$ cat src/sv/epms_pkg.sv
// Package for the exact pattern match scanner.
// Holds the shared widths, register indexes and packed types; depends on nothing.
`timescale 1ns / 1ps

package epms_pkg;

    // Widths that the register map and the stream fields fix
    localparam int unsigned ByteW      = 8;
    localparam int unsigned PatBytes   = 16;
    localparam int unsigned LenW       = 5;
    localparam int unsigned CountW     = 21;
    localparam int unsigned OutW       = 20;
    localparam int unsigned CfgDataW   = 64;
    localparam int unsigned CfgIndexW  = 2;

    // Reset value of the per-text match limit
    localparam logic [CountW-1:0] MaxMatchesReset = CountW'(1048576);

    // Configuration register indexes
    typedef enum logic [CfgIndexW-1:0] {
        CFG_PATTERN_LOW  = 2'd0,
        CFG_PATTERN_HIGH = 2'd1,
        CFG_PATTERN_LEN  = 2'd2,
        CFG_MAX_MATCHES  = 2'd3
    } cfg_index_t;

    // Pattern bytes, byte 0 in the lowest lane
    typedef logic [PatBytes-1:0][ByteW-1:0] pattern_t;

    // Control that every window cell sees
    typedef struct packed {
        logic            shift_en;
        logic [LenW-1:0] pat_len;
    } cell_ctrl_t;

endpackage

$ cat src/sv/exact_pattern_match_scanner.sv
// Top level of the exact pattern match scanner: config registers, cell chain, match stage.
// Depends on epms_pkg and epms_cell.
`timescale 1ns / 1ps
//
// Channel   Dir  Handshake          Payload (low bit up)
// s_        in   s_tvalid/s_tready  s_tdata: text_byte[7:0]; s_tlast: last_of_text
// m_        out  m_tvalid/m_tready  m_tdata: match_start[19:0], match_ordinal[39:20]
// cfg_      in   cfg_wr_en          cfg_index, cfg_wdata (no read-back)
//
// One text byte is taken per cycle while s_tready is high. A byte enters the cell chain on
// acceptance; its match is resolved in the compare stage and lands in the output register
// once that register is free. Reset (aresetn low, synchronous) clears the counters, valids
// and config registers. A stall on m_tready holds the output and the compare stage;
// s_tready drops only while both are full.

module exact_pattern_match_scanner #(
    parameter int unsigned        MAX_PATTERN = 16,
    parameter longint unsigned    MAX_TEXT    = 1048576
) (
    input  logic                              aclk,
    input  logic                              aresetn,

    input  logic                              s_tvalid,
    output logic                              s_tready,
    input  logic [7:0]                        s_tdata,   // text_byte[7:0]
    input  logic                              s_tlast,

    output logic                              m_tvalid,
    input  logic                              m_tready,
    output logic [39:0]                       m_tdata,   // match_start, match_ordinal

    input  logic                              cfg_wr_en,
    input  logic [epms_pkg::CfgIndexW-1:0]    cfg_index,
    input  logic [epms_pkg::CfgDataW-1:0]     cfg_wdata
);

    localparam int unsigned PosW     = $clog2(MAX_TEXT + 1);
    localparam logic [PosW-1:0] MaxTextPos = PosW'(MAX_TEXT);
    localparam int unsigned LimLen   = (MAX_PATTERN < epms_pkg::PatBytes) ?
                                       MAX_PATTERN : epms_pkg::PatBytes;

    // Configuration registers
    logic [epms_pkg::CfgDataW-1:0] pattern_low_bytes_reg;
    logic [epms_pkg::CfgDataW-1:0] pattern_high_bytes_reg;
    logic [epms_pkg::LenW-1:0]     pattern_length_reg;
    logic [epms_pkg::CountW-1:0]   max_matches_reg;

    // Compare stage
    logic                          a_valid_reg;
    logic                          a_valid_next;
    logic                          a_last_reg;
    logic                          a_ok_reg;
    logic [epms_pkg::OutW-1:0]     a_start_reg;
    logic [PosW-1:0]               text_position_reg;
    logic [PosW-1:0]               text_position_next;

    // Match stage and output
    logic [epms_pkg::CountW-1:0]   matches_reported_reg;
    logic [epms_pkg::CountW-1:0]   matches_reported_next;
    logic                          m_tvalid_reg;
    logic                          m_tvalid_next;
    logic [epms_pkg::OutW-1:0]     match_start_reg;
    logic [epms_pkg::OutW-1:0]     match_ordinal_reg;

    logic                          s_accept;
    logic                          b_go;
    logic                          out_free;
    logic                          len_ok;
    logic                          pos_ok;
    logic                          hit;
    logic [epms_pkg::OutW-1:0]     start_calc;
    epms_pkg::pattern_t            pattern;
    epms_pkg::cell_ctrl_t          cell_ctrl;
    logic [MAX_PATTERN-1:0][7:0]   chain;
    logic [MAX_PATTERN-1:0]        eq_bits;

    // Handshake: the compare stage drains whenever the output slot can take its result
    assign out_free = !m_tvalid_reg || m_tready;
    assign b_go     = a_valid_reg && out_free;
    assign s_tready = !a_valid_reg || b_go;
    assign s_accept = s_tvalid && s_tready;

    // Write configuration registers
    always_ff @(posedge aclk) begin
        if (!aresetn) begin
            pattern_low_bytes_reg  <= '0;
            pattern_high_bytes_reg <= '0;
            pattern_length_reg     <= '0;
            max_matches_reg        <= epms_pkg::MaxMatchesReset;
        end else if (cfg_wr_en) begin
            case (epms_pkg::cfg_index_t'(cfg_index))
                epms_pkg::CFG_PATTERN_LOW:  pattern_low_bytes_reg  <= cfg_wdata;
                epms_pkg::CFG_PATTERN_HIGH: pattern_high_bytes_reg <= cfg_wdata;
                epms_pkg::CFG_PATTERN_LEN:
                    pattern_length_reg <= cfg_wdata[epms_pkg::LenW-1:0];
                epms_pkg::CFG_MAX_MATCHES:
                    max_matches_reg <= cfg_wdata[epms_pkg::CountW-1:0];
                default: ;
            endcase
        end
    end

    assign pattern   = {pattern_high_bytes_reg, pattern_low_bytes_reg};
    assign cell_ctrl = '{shift_en: s_accept, pat_len: pattern_length_reg};

    // Window cells: cell 0 takes the new byte, each later cell its neighbor's
    for (genvar g = 0; g < MAX_PATTERN; g++) begin : g_cell
        logic [7:0] cell_in;
        if (g == 0) begin : g_head
            assign cell_in = s_tdata;
        end else begin : g_link
            assign cell_in = chain[g-1];
        end
        epms_cell #(
            .IDX (g)
        ) u_cell (
            .aclk     (aclk),
            .ctrl     (cell_ctrl),
            .pattern  (pattern),
            .byte_in  (cell_in),
            .byte_out (chain[g]),
            .eq_out   (eq_bits[g])
        );
    end

    // Qualify the incoming word: usable length, enough bytes seen, not past the text limit
    always_comb begin
        len_ok = (pattern_length_reg != '0) &&
                 (32'(pattern_length_reg) <= LimLen);
        pos_ok = (text_position_reg < MaxTextPos) &&
                 ((PosW + 1)'(text_position_reg) + (PosW + 1)'(1) >=
                  (PosW + 1)'(pattern_length_reg));
        start_calc = epms_pkg::OutW'(text_position_reg) + epms_pkg::OutW'(1)
                     - epms_pkg::OutW'(pattern_length_reg);
        text_position_next = text_position_reg;
        if (s_accept) begin
            if (s_tlast) begin
                text_position_next = '0;
            end else if (text_position_reg < MaxTextPos) begin
                text_position_next = text_position_reg + PosW'(1);
            end
        end
        a_valid_next = s_accept ? 1'b1 : (b_go ? 1'b0 : a_valid_reg);
    end

    // Advance the compare stage; the window contents need no clearing since the
    // position guard keeps bytes of an earlier text out of any match
    always_ff @(posedge aclk) begin
        if (!aresetn) begin
            a_valid_reg       <= 1'b0;
            text_position_reg <= '0;
        end else begin
            a_valid_reg       <= a_valid_next;
            text_position_reg <= text_position_next;
        end
    end

    always_ff @(posedge aclk) begin
        if (s_accept) begin
            a_last_reg  <= s_tlast;
            a_ok_reg    <= len_ok && pos_ok;
            a_start_reg <= start_calc;
        end
    end

    // Resolve the match against the per-text limit
    always_comb begin
        hit = a_ok_reg && (&eq_bits) && (matches_reported_reg < max_matches_reg);
        matches_reported_next = matches_reported_reg;
        m_tvalid_next         = m_tvalid_reg;
        if (b_go) begin
            if (a_last_reg) begin
                matches_reported_next = '0;
            end else if (hit) begin
                matches_reported_next = matches_reported_reg + epms_pkg::CountW'(1);
            end
            m_tvalid_next = hit;
        end else if (m_tready) begin
            m_tvalid_next = 1'b0;
        end
    end

    always_ff @(posedge aclk) begin
        if (!aresetn) begin
            matches_reported_reg <= '0;
            m_tvalid_reg         <= 1'b0;
        end else begin
            matches_reported_reg <= matches_reported_next;
            m_tvalid_reg         <= m_tvalid_next;
        end
    end

    // Hold the result word until taken
    always_ff @(posedge aclk) begin
        if (b_go && hit) begin
            match_start_reg   <= a_start_reg;
            match_ordinal_reg <= matches_reported_reg[epms_pkg::OutW-1:0];
        end
    end

    assign m_tvalid = m_tvalid_reg;
    assign m_tdata  = {match_ordinal_reg, match_start_reg};

endmodule

$ cat src/sv/epms_cell.sv
// One window cell of the pattern scanner: holds one text byte and its compare bit.
// Depends on epms_pkg for widths, the pattern type and the control struct.
`timescale 1ns / 1ps

module epms_cell #(
    parameter int unsigned IDX = 0
) (
    input  logic                         aclk,
    input  epms_pkg::cell_ctrl_t         ctrl,
    input  epms_pkg::pattern_t           pattern,
    input  logic [epms_pkg::ByteW-1:0]   byte_in,
    output logic [epms_pkg::ByteW-1:0]   byte_out,
    output logic                         eq_out
);

    logic [epms_pkg::ByteW-1:0] byte_reg;
    logic [epms_pkg::ByteW-1:0] byte_next;
    logic                       eq_reg;
    logic                       eq_next;
    logic                       active;
    logic [6:0]                 sel;
    logic [epms_pkg::ByteW-1:0] pat_byte;

    // This cell holds window slot IDX, which lines up with pattern byte len-1-IDX
    always_comb begin
        active    = (32'(ctrl.pat_len) > IDX);
        sel       = {2'b00, ctrl.pat_len} - 7'(IDX + 1);
        pat_byte  = pattern[sel[3:0]];
        byte_next = byte_in;
        eq_next   = active ? (byte_in == pat_byte) : 1'b1;
    end

    // Take the incoming byte and its compare result on every accepted word
    always_ff @(posedge aclk) begin
        if (ctrl.shift_en) begin
            byte_reg <= byte_next;
            eq_reg   <= eq_next;
        end
    end

    assign byte_out = byte_reg;
    assign eq_out   = eq_reg;

endmodule
$ cat config.mk
export PLATFORM = sky130hd
export DESIGN_NAME = exact_pattern_match_scanner
export DESIGN_NICKNAME = d
export VERILOG_FILES = /design/src/sv/epms_pkg.sv /design/src/sv/exact_pattern_match_scanner.sv /design/src/sv/epms_cell.sv
export SDC_FILE = /design/constraint.sdc
export NUM_CORES = 1
export LEC_CHECK = 0
export BUFFER_PORTS_ARGS = -buffer_cell sky130_fd_sc_hd__buf_2
export CAP_MARGIN = 40
export CORE_MARGIN = 2
export CORE_UTILIZATION = 40
export DETAILED_ROUTE_END_ITERATION = 12
export GPL_TIMING_DRIVEN = 0
export PLACE_DENSITY = 0.57
export SYNTH_ARGS = -nofsm -noshare
export SYNTH_HDL_FRONTEND = slang
export SYNTH_SLANG_ARGS = --single-unit
$ cat constraint.sdc
create_clock -name aclk -period 6.9 [get_ports aclk]
set_clock_uncertainty 0.1 [all_clocks]
set_input_delay 1.035 -clock aclk [delete_from_list [all_inputs] [get_ports aclk]]
set_output_delay 1.035 -clock aclk [all_outputs]
set_load 0.01 [all_outputs]
# == Word-level counts from Yosys, hierarchy flattened ==
# Cells that the tools add are included.
# totals
ff_bits,396
elab_cells,185
# op_classes
n_addsub,21
n_lt_le_gt_ge,36
n_eq_ne,19
mux,40
reduce_logical,25
# op_table
operator,count
$bmux W8 S4,16
$eq A8 B8 Y1,16
$mux W8,16
$mux W21,4
$lt A4 B5 Y1 const B,16
$add A21 B1 Y21 const B,2
$gt A5 B4 Y1 const B,8
$sub A4 B4 Y4 const B,8
$add A21 B1 Y22 const B,1
$ge A22 B5 Y1,1
$lt A21 B21 Y1,1
$lt A21 B21 Y1 const B,1
$add A20 B1 Y20 const B,1
$gt A5 B3 Y1 const B,4
$sub A20 B5 Y20,1
$reduce_and A16 Y1,1
$sub A4 B3 Y4 const B,4
$reduce_and A2 Y1,6
$gt A5 B1 Y1 const B,2
$gt A5 B2 Y1 const B,2
$logic_and A1 B1 Y1,8
$reduce_bool A2 Y1,4
$sub A4 B1 Y4 const B,2
$sub A4 B2 Y4 const B,2
8 further kinds,14

# == Longest topological paths before layout ==
# logic_depth
word_depth,6
mapped_depth,16

# == Hierarchy ==
# From an unflattened synthesis, not the netlist that was laid out.
# unflattened
hier_cells,3045
hier_area_um2,36253.5
# by_module_without_submodules
mod,n_inst,cells_per_inst,area_per_inst_um2,seq_area_each_um2
exact_pattern_match_scanner,1,1284,11731.3,5825.6
epms_cell at g_cell[3].u_cell,1,161,1946.9,270.3
epms_cell at g_cell[11].u_cell,1,164,1808.0,270.3
epms_cell at g_cell[7].u_cell,1,142,1567.8,270.3
epms_cell at g_cell[15].u_cell,1,124,1536.5,270.3
epms_cell at g_cell[5].u_cell,1,92,1530.2,270.3
epms_cell at g_cell[1].u_cell,1,92,1522.7,270.3
epms_cell at g_cell[10].u_cell,1,105,1502.7,270.3
epms_cell at g_cell[13].u_cell,1,95,1483.9,270.3
epms_cell at g_cell[9].u_cell,1,95,1476.4,270.3
epms_cell at g_cell[8].u_cell,1,107,1463.9,270.3
epms_cell at g_cell[6].u_cell,1,93,1456.4,270.3
epms_cell at g_cell[4].u_cell,1,102,1452.6,270.3
epms_cell at g_cell[12].u_cell,1,101,1447.6,270.3
+3 rows,-,-,-,-

# == Worst setup path before layout ==
# Ideal clock, no wire load.
# synth_path
path_kind,input -> register
from,input port m_tready
to,register text_position_reg[7]
arrival_ns,6.672
required_ns,6.730
setup_slack_ns,0.058
cell_stages,6
n_path_buf,0
cell_sequence,nand3b_1 > and2_1 > o21ai_1 > or2_2 > or3_1 > a21oi_1
# synth_between
elab_chain_cells,5
# synth_rtl
element,line_no,rtl
start: declaration,exact_pattern_match_scanner.sv:29,"input logic m_tready,"
$logic_or A1 B1 Y1,exact_pattern_match_scanner.sv:78,assign out_free = !m_tvalid_reg || m_tready;
$logic_and A1 B1 Y1,exact_pattern_match_scanner.sv:79,assign b_go = a_valid_reg && out_free;
$logic_or A1 B1 Y1,exact_pattern_match_scanner.sv:80,assign s_tready = !a_valid_reg || b_go;
$logic_and A1 B1 Y1,exact_pattern_match_scanner.sv:81,assign s_accept = s_tvalid && s_tready;
$reduce_and A2 Y1 (no source line),-,
end signal: assignment,exact_pattern_match_scanner.sv:154,text_position_reg <= text_position_next;
end: declaration,exact_pattern_match_scanner.sv:54,logic [PosW-1:0] text_position_reg;
# Every way passes these cells.
# A chain may end at the register's enable or synchronous reset.

# == Final worst setup path ==
# layout_path
from,register pattern_length_reg[1] (netlist bit)
to,"register g_cell[0].u_cell.eq_reg, data pin"
# layout_between
elab_chain_cells,4
word_cells_on_any_way,5
classes_between,1 x add/sub; 1 x order compare; 1 x eq/ne; 2 x mux
# layout_rtl
element,line_no,rtl
start: declaration,exact_pattern_match_scanner.sv:45,logic [epms_pkg::LenW-1:0] pattern_length_reg;
start signal: assignment,exact_pattern_match_scanner.sv:95,pattern_length_reg <= cfg_wdata[epms_pkg::LenW-1:0];
$sub A4 B1 Y4,epms_cell.sv:27,"sel = {2'b00, ctrl.pat_len} - 7'(IDX + 1);"
$bmux W8 S4,epms_cell.sv:28,pat_byte = pattern[sel[3:0]];
$mux W8 (implied by the code),epms_cell.sv:28,
$eq A8 B8 Y1,epms_cell.sv:30,eq_next = active ? (byte_in == pat_byte) : 1'b1;
end signal: assignment,epms_cell.sv:37,eq_reg <= eq_next;
end: declaration,epms_cell.sv:18,logic eq_reg;
# Parallel ways exist; a longest one is shown, timed or not. The select of a mux whose other input is x is not followed.

==> summary.txt <==
maximum net fanout on the critical path = 10
total routed wirelength = 81,600 um
minimum setup slack in the final design = 0.735 ns
chain of cells forming the critical path = buf_1, buf_1, inv_1, ha_1, buf_4, buf_6, buf_2, buf_2, mux4_2, mux4_2, xnor2_1, nand4_1, o22ai_1
core box area = 57,700 um^2
Worst EP required = 7.20 ns
post-synthesis instance total = 2,004
worst endpoint data arrival time = 6.46 ns
final number of setup-violating endpoints = 0
sequential element share of the synthesized area = 0.424
full die area = 60,300 um^2
GRT Residual Overflow = 0
placed wire-length estimate = 65,500 um
final-layout fill cell count = 5,403
Met1 Wirelength = 33,000 um
# placed instances = 2,899
All-Layer GR Usage = 0.271
first-pass GRT wire length = 118,000 um
fraction of the core area covered by cells at the end of the flow = 0.459
routability congestion estimate from global placement = 1.03
via density per instance = 6.10
final critical delay including setup and external delays = 6.16 ns
area share of the largest cell type after synthesis = 0.255
Worst Path Class, Setup = flop to flop
number of global-route vias before repair = 17,228
pre-CTS WS = 0.855 ns
number of antenna violations at the first check in global routing = 2
pin count of the biggest net entering global routing = 69
met3 WL post-DR = 7900 um
drt first pass iters = 5
largest incremental delay on the critical path = 0.71 ns
leading register cell type out of synthesis = sky130_fd_sc_hd__edfxtp_1
DR WL met2 = 36,900 um
clock transition time at the flip-flop clock pins of the worst setup and hold paths = 0.06 ns
setup repair after global routing missed its margin = false
Fmax achieved = 162 MHz
row count = 88
clock tree from TritonCTS = built
top cells by instance count after synthesis = sky130_fd_sc_hd__nand2_1 (366), sky130_fd_sc_hd__mux4_2 (236), sky130_fd_sc_hd__a21oi_1 (204)
most area-consuming cells after synthesis = sky130_fd_sc_hd__edfxtp_1 (25%), sky130_fd_sc_hd__mux4_2 (23%), sky130_fd_sc_hd__dfxtp_1 (17%)
cell type with the largest total area after synthesis = sky130_fd_sc_hd__edfxtp_1
most instantiated library cell after synthesis = sky130_fd_sc_hd__nand2_1
syn_area_per_cell = 11.7 um^2
number of I/O port buffers = 121
number of flip-flops in the largest register = 120
Hold Buf Count CTS = 0
max capacitance violation total = 0
slew at the pin closest to its max-slew limit = 0.939 ns
Worst Hold Margin = 0.317 ns
CTS resizes = 0
Warnings, synthesis = 0
relative area change from synthesis to final layout = 13.5%
number of primary I/O pins = 122
# nets final = 2,339
H-tree depth reported by CTS = 2
effective utilization at floorplan = 0.405
WL/cell = 27.4 um
power density cells = 217 nW/um^2
worst-case reg-to-reg path depth = 13
distinct cell type count of the synthesized netlist = 67
post-synthesis register bit count = 396
Hold Path Stages = 0
standard cell with the maximum stage delay on the critical path = sky130_fd_sc_hd__buf_1
number of antenna repair diodes = 0
category of the worst setup path capture point = flop
final standard cell count with taps included and fillers excluded = 2,979
Post-Syn Area = 23,300 um^2
buffers inserted by post-CTS timing repair = 0
vias = 18,186
buffer depth of the longest clock path = 3
worst hold path type = flop to flop
Post-synth EDFFs = 198
fraction of final layout cells sized beyond drive strength 1 = 0.223
Hold Vio Cnt, Final = 0
crit start category = flop
Clk Latency, worst-skew pair = 0.58 ns
highest metal layer with signal wires = met5
largest voltage drop on the vdd net = 186 uV
Die Wd = 246 um
Lkg Pwr = 9.11 nW
net count after synthesis = 2,163
Detail Route Antenna Nets = 0
number of violations reported at the end of detailed-routing iteration 0 = 2,174
Num CTS Buffers = 44
cell at the root of the clock tree = sky130_fd_sc_hd__clkbuf_16
Die Span Y = 246 um
share of synthesized registers carrying an async set or reset = 0
Setup TNS = 0 ns
final clock period utilization by the worst path = 0.893
CTS sink count = 396
DR DRC count = 0
outcome = finished clean
max-slew violation count = 0
relative max-transition margin = 0.374
## where the power goes
part	internal (mW)	total, mW	leakage, nW	switching, mW
registers	2.57	2.66	3.53	0.0868
logic	0.288	0.705	4.86	0.417
clock network	1.37	2.39	0.718	1.02
## cell families after synthesis
| group | synth area share |
|---|---|
| adder cells (fa/ha/maj) | 0.0427 |
| buffers and inverters | 0.0343 |
| AO/OA/AOI/OAI | 0.0896 |
| multiplexers | 0.242 |
| flip-flops | 0.424 |
| AND/OR/NAND/NOR | 0.105 |
| XOR/XNOR | 0.0617 |
## path summary, 6_finish.rpt
kind | start | to | slack (ns)
worst max-delay path | pattern_length_reg[1] | g_cell[0].u_cell.eq_out | 0.74
worst min-delay path | a_start_reg[5] | match_start_reg[5] | 0.32
worst max register to register | pattern_length_reg[1] | g_cell[0].u_cell.eq_out | 0.74
worst min register to register | a_start_reg[5] | match_start_reg[5] | 0.32
## cell type report
type	count	area, um^2	area share
Buffer	127	576	0.0217
Clock buffer	59	1260	0.0475
Clock inverter	21	199	0.00751
Inverter	60	225	0.00850
Multi-Input combinational cell	1421	12600	0.477
Sequential cell	396	9910	0.374
Tap cell	765	957	0.0361
Timing Repair Buffer	130	737	0.0278
## placed cells by master, fill, tap and decap left out, drive strengths merged, types with 23 or more instances in the layout
| cell type | Yosys | final |
|---|---|---|
| a21oi | 205 | 205 |
| ha | 78 | 78 |
| buf | 48 | 177 |
| dfxtp | 198 | 198 |
| xor2 | 42 | 42 |
| xnor2 | 120 | 120 |
| nand3 | 29 | 29 |
| mux4 | 236 | 236 |
| o21ai | 49 | 49 |
| inv | 60 | 65 |
| nand4 | 41 | 41 |
| nand2 | 366 | 366 |
| clkbuf | 79 | 138 |
| nor2 | 46 | 46 |
| edfxtp | 198 | 198 |
| mux2i | 23 | 23 |
## through the flow
stage               total power [mW]  instance area [um^2]
floorplan                       3.13                 23300
global placement                3.39                 24900
detailed placement              3.40                 25000
CTS                             5.78                 26500
global route                    5.93                 26500
finish                          5.75                 26500
## worst max-delay path: cells and delay by family (launching register included)
family                     cells  cell delay [ns]
buffers and inverters          7             3.00
muxes                          2             1.02
DFF                            1             0.60
adders and majority gates      1             0.39
and+or+nand+nor                1             0.35
AOI/OAI and AO/OA              1             0.32
xor gates and xnor gates       1             0.15
## metal layers
metal	up-vias	GRT usage
met4	2	0.111
met3	153	0.0638
met2	924	0.418
met5	-	0
li1	7943	-
met1	9164	0.368
Power figures use the tool's default switching activity.
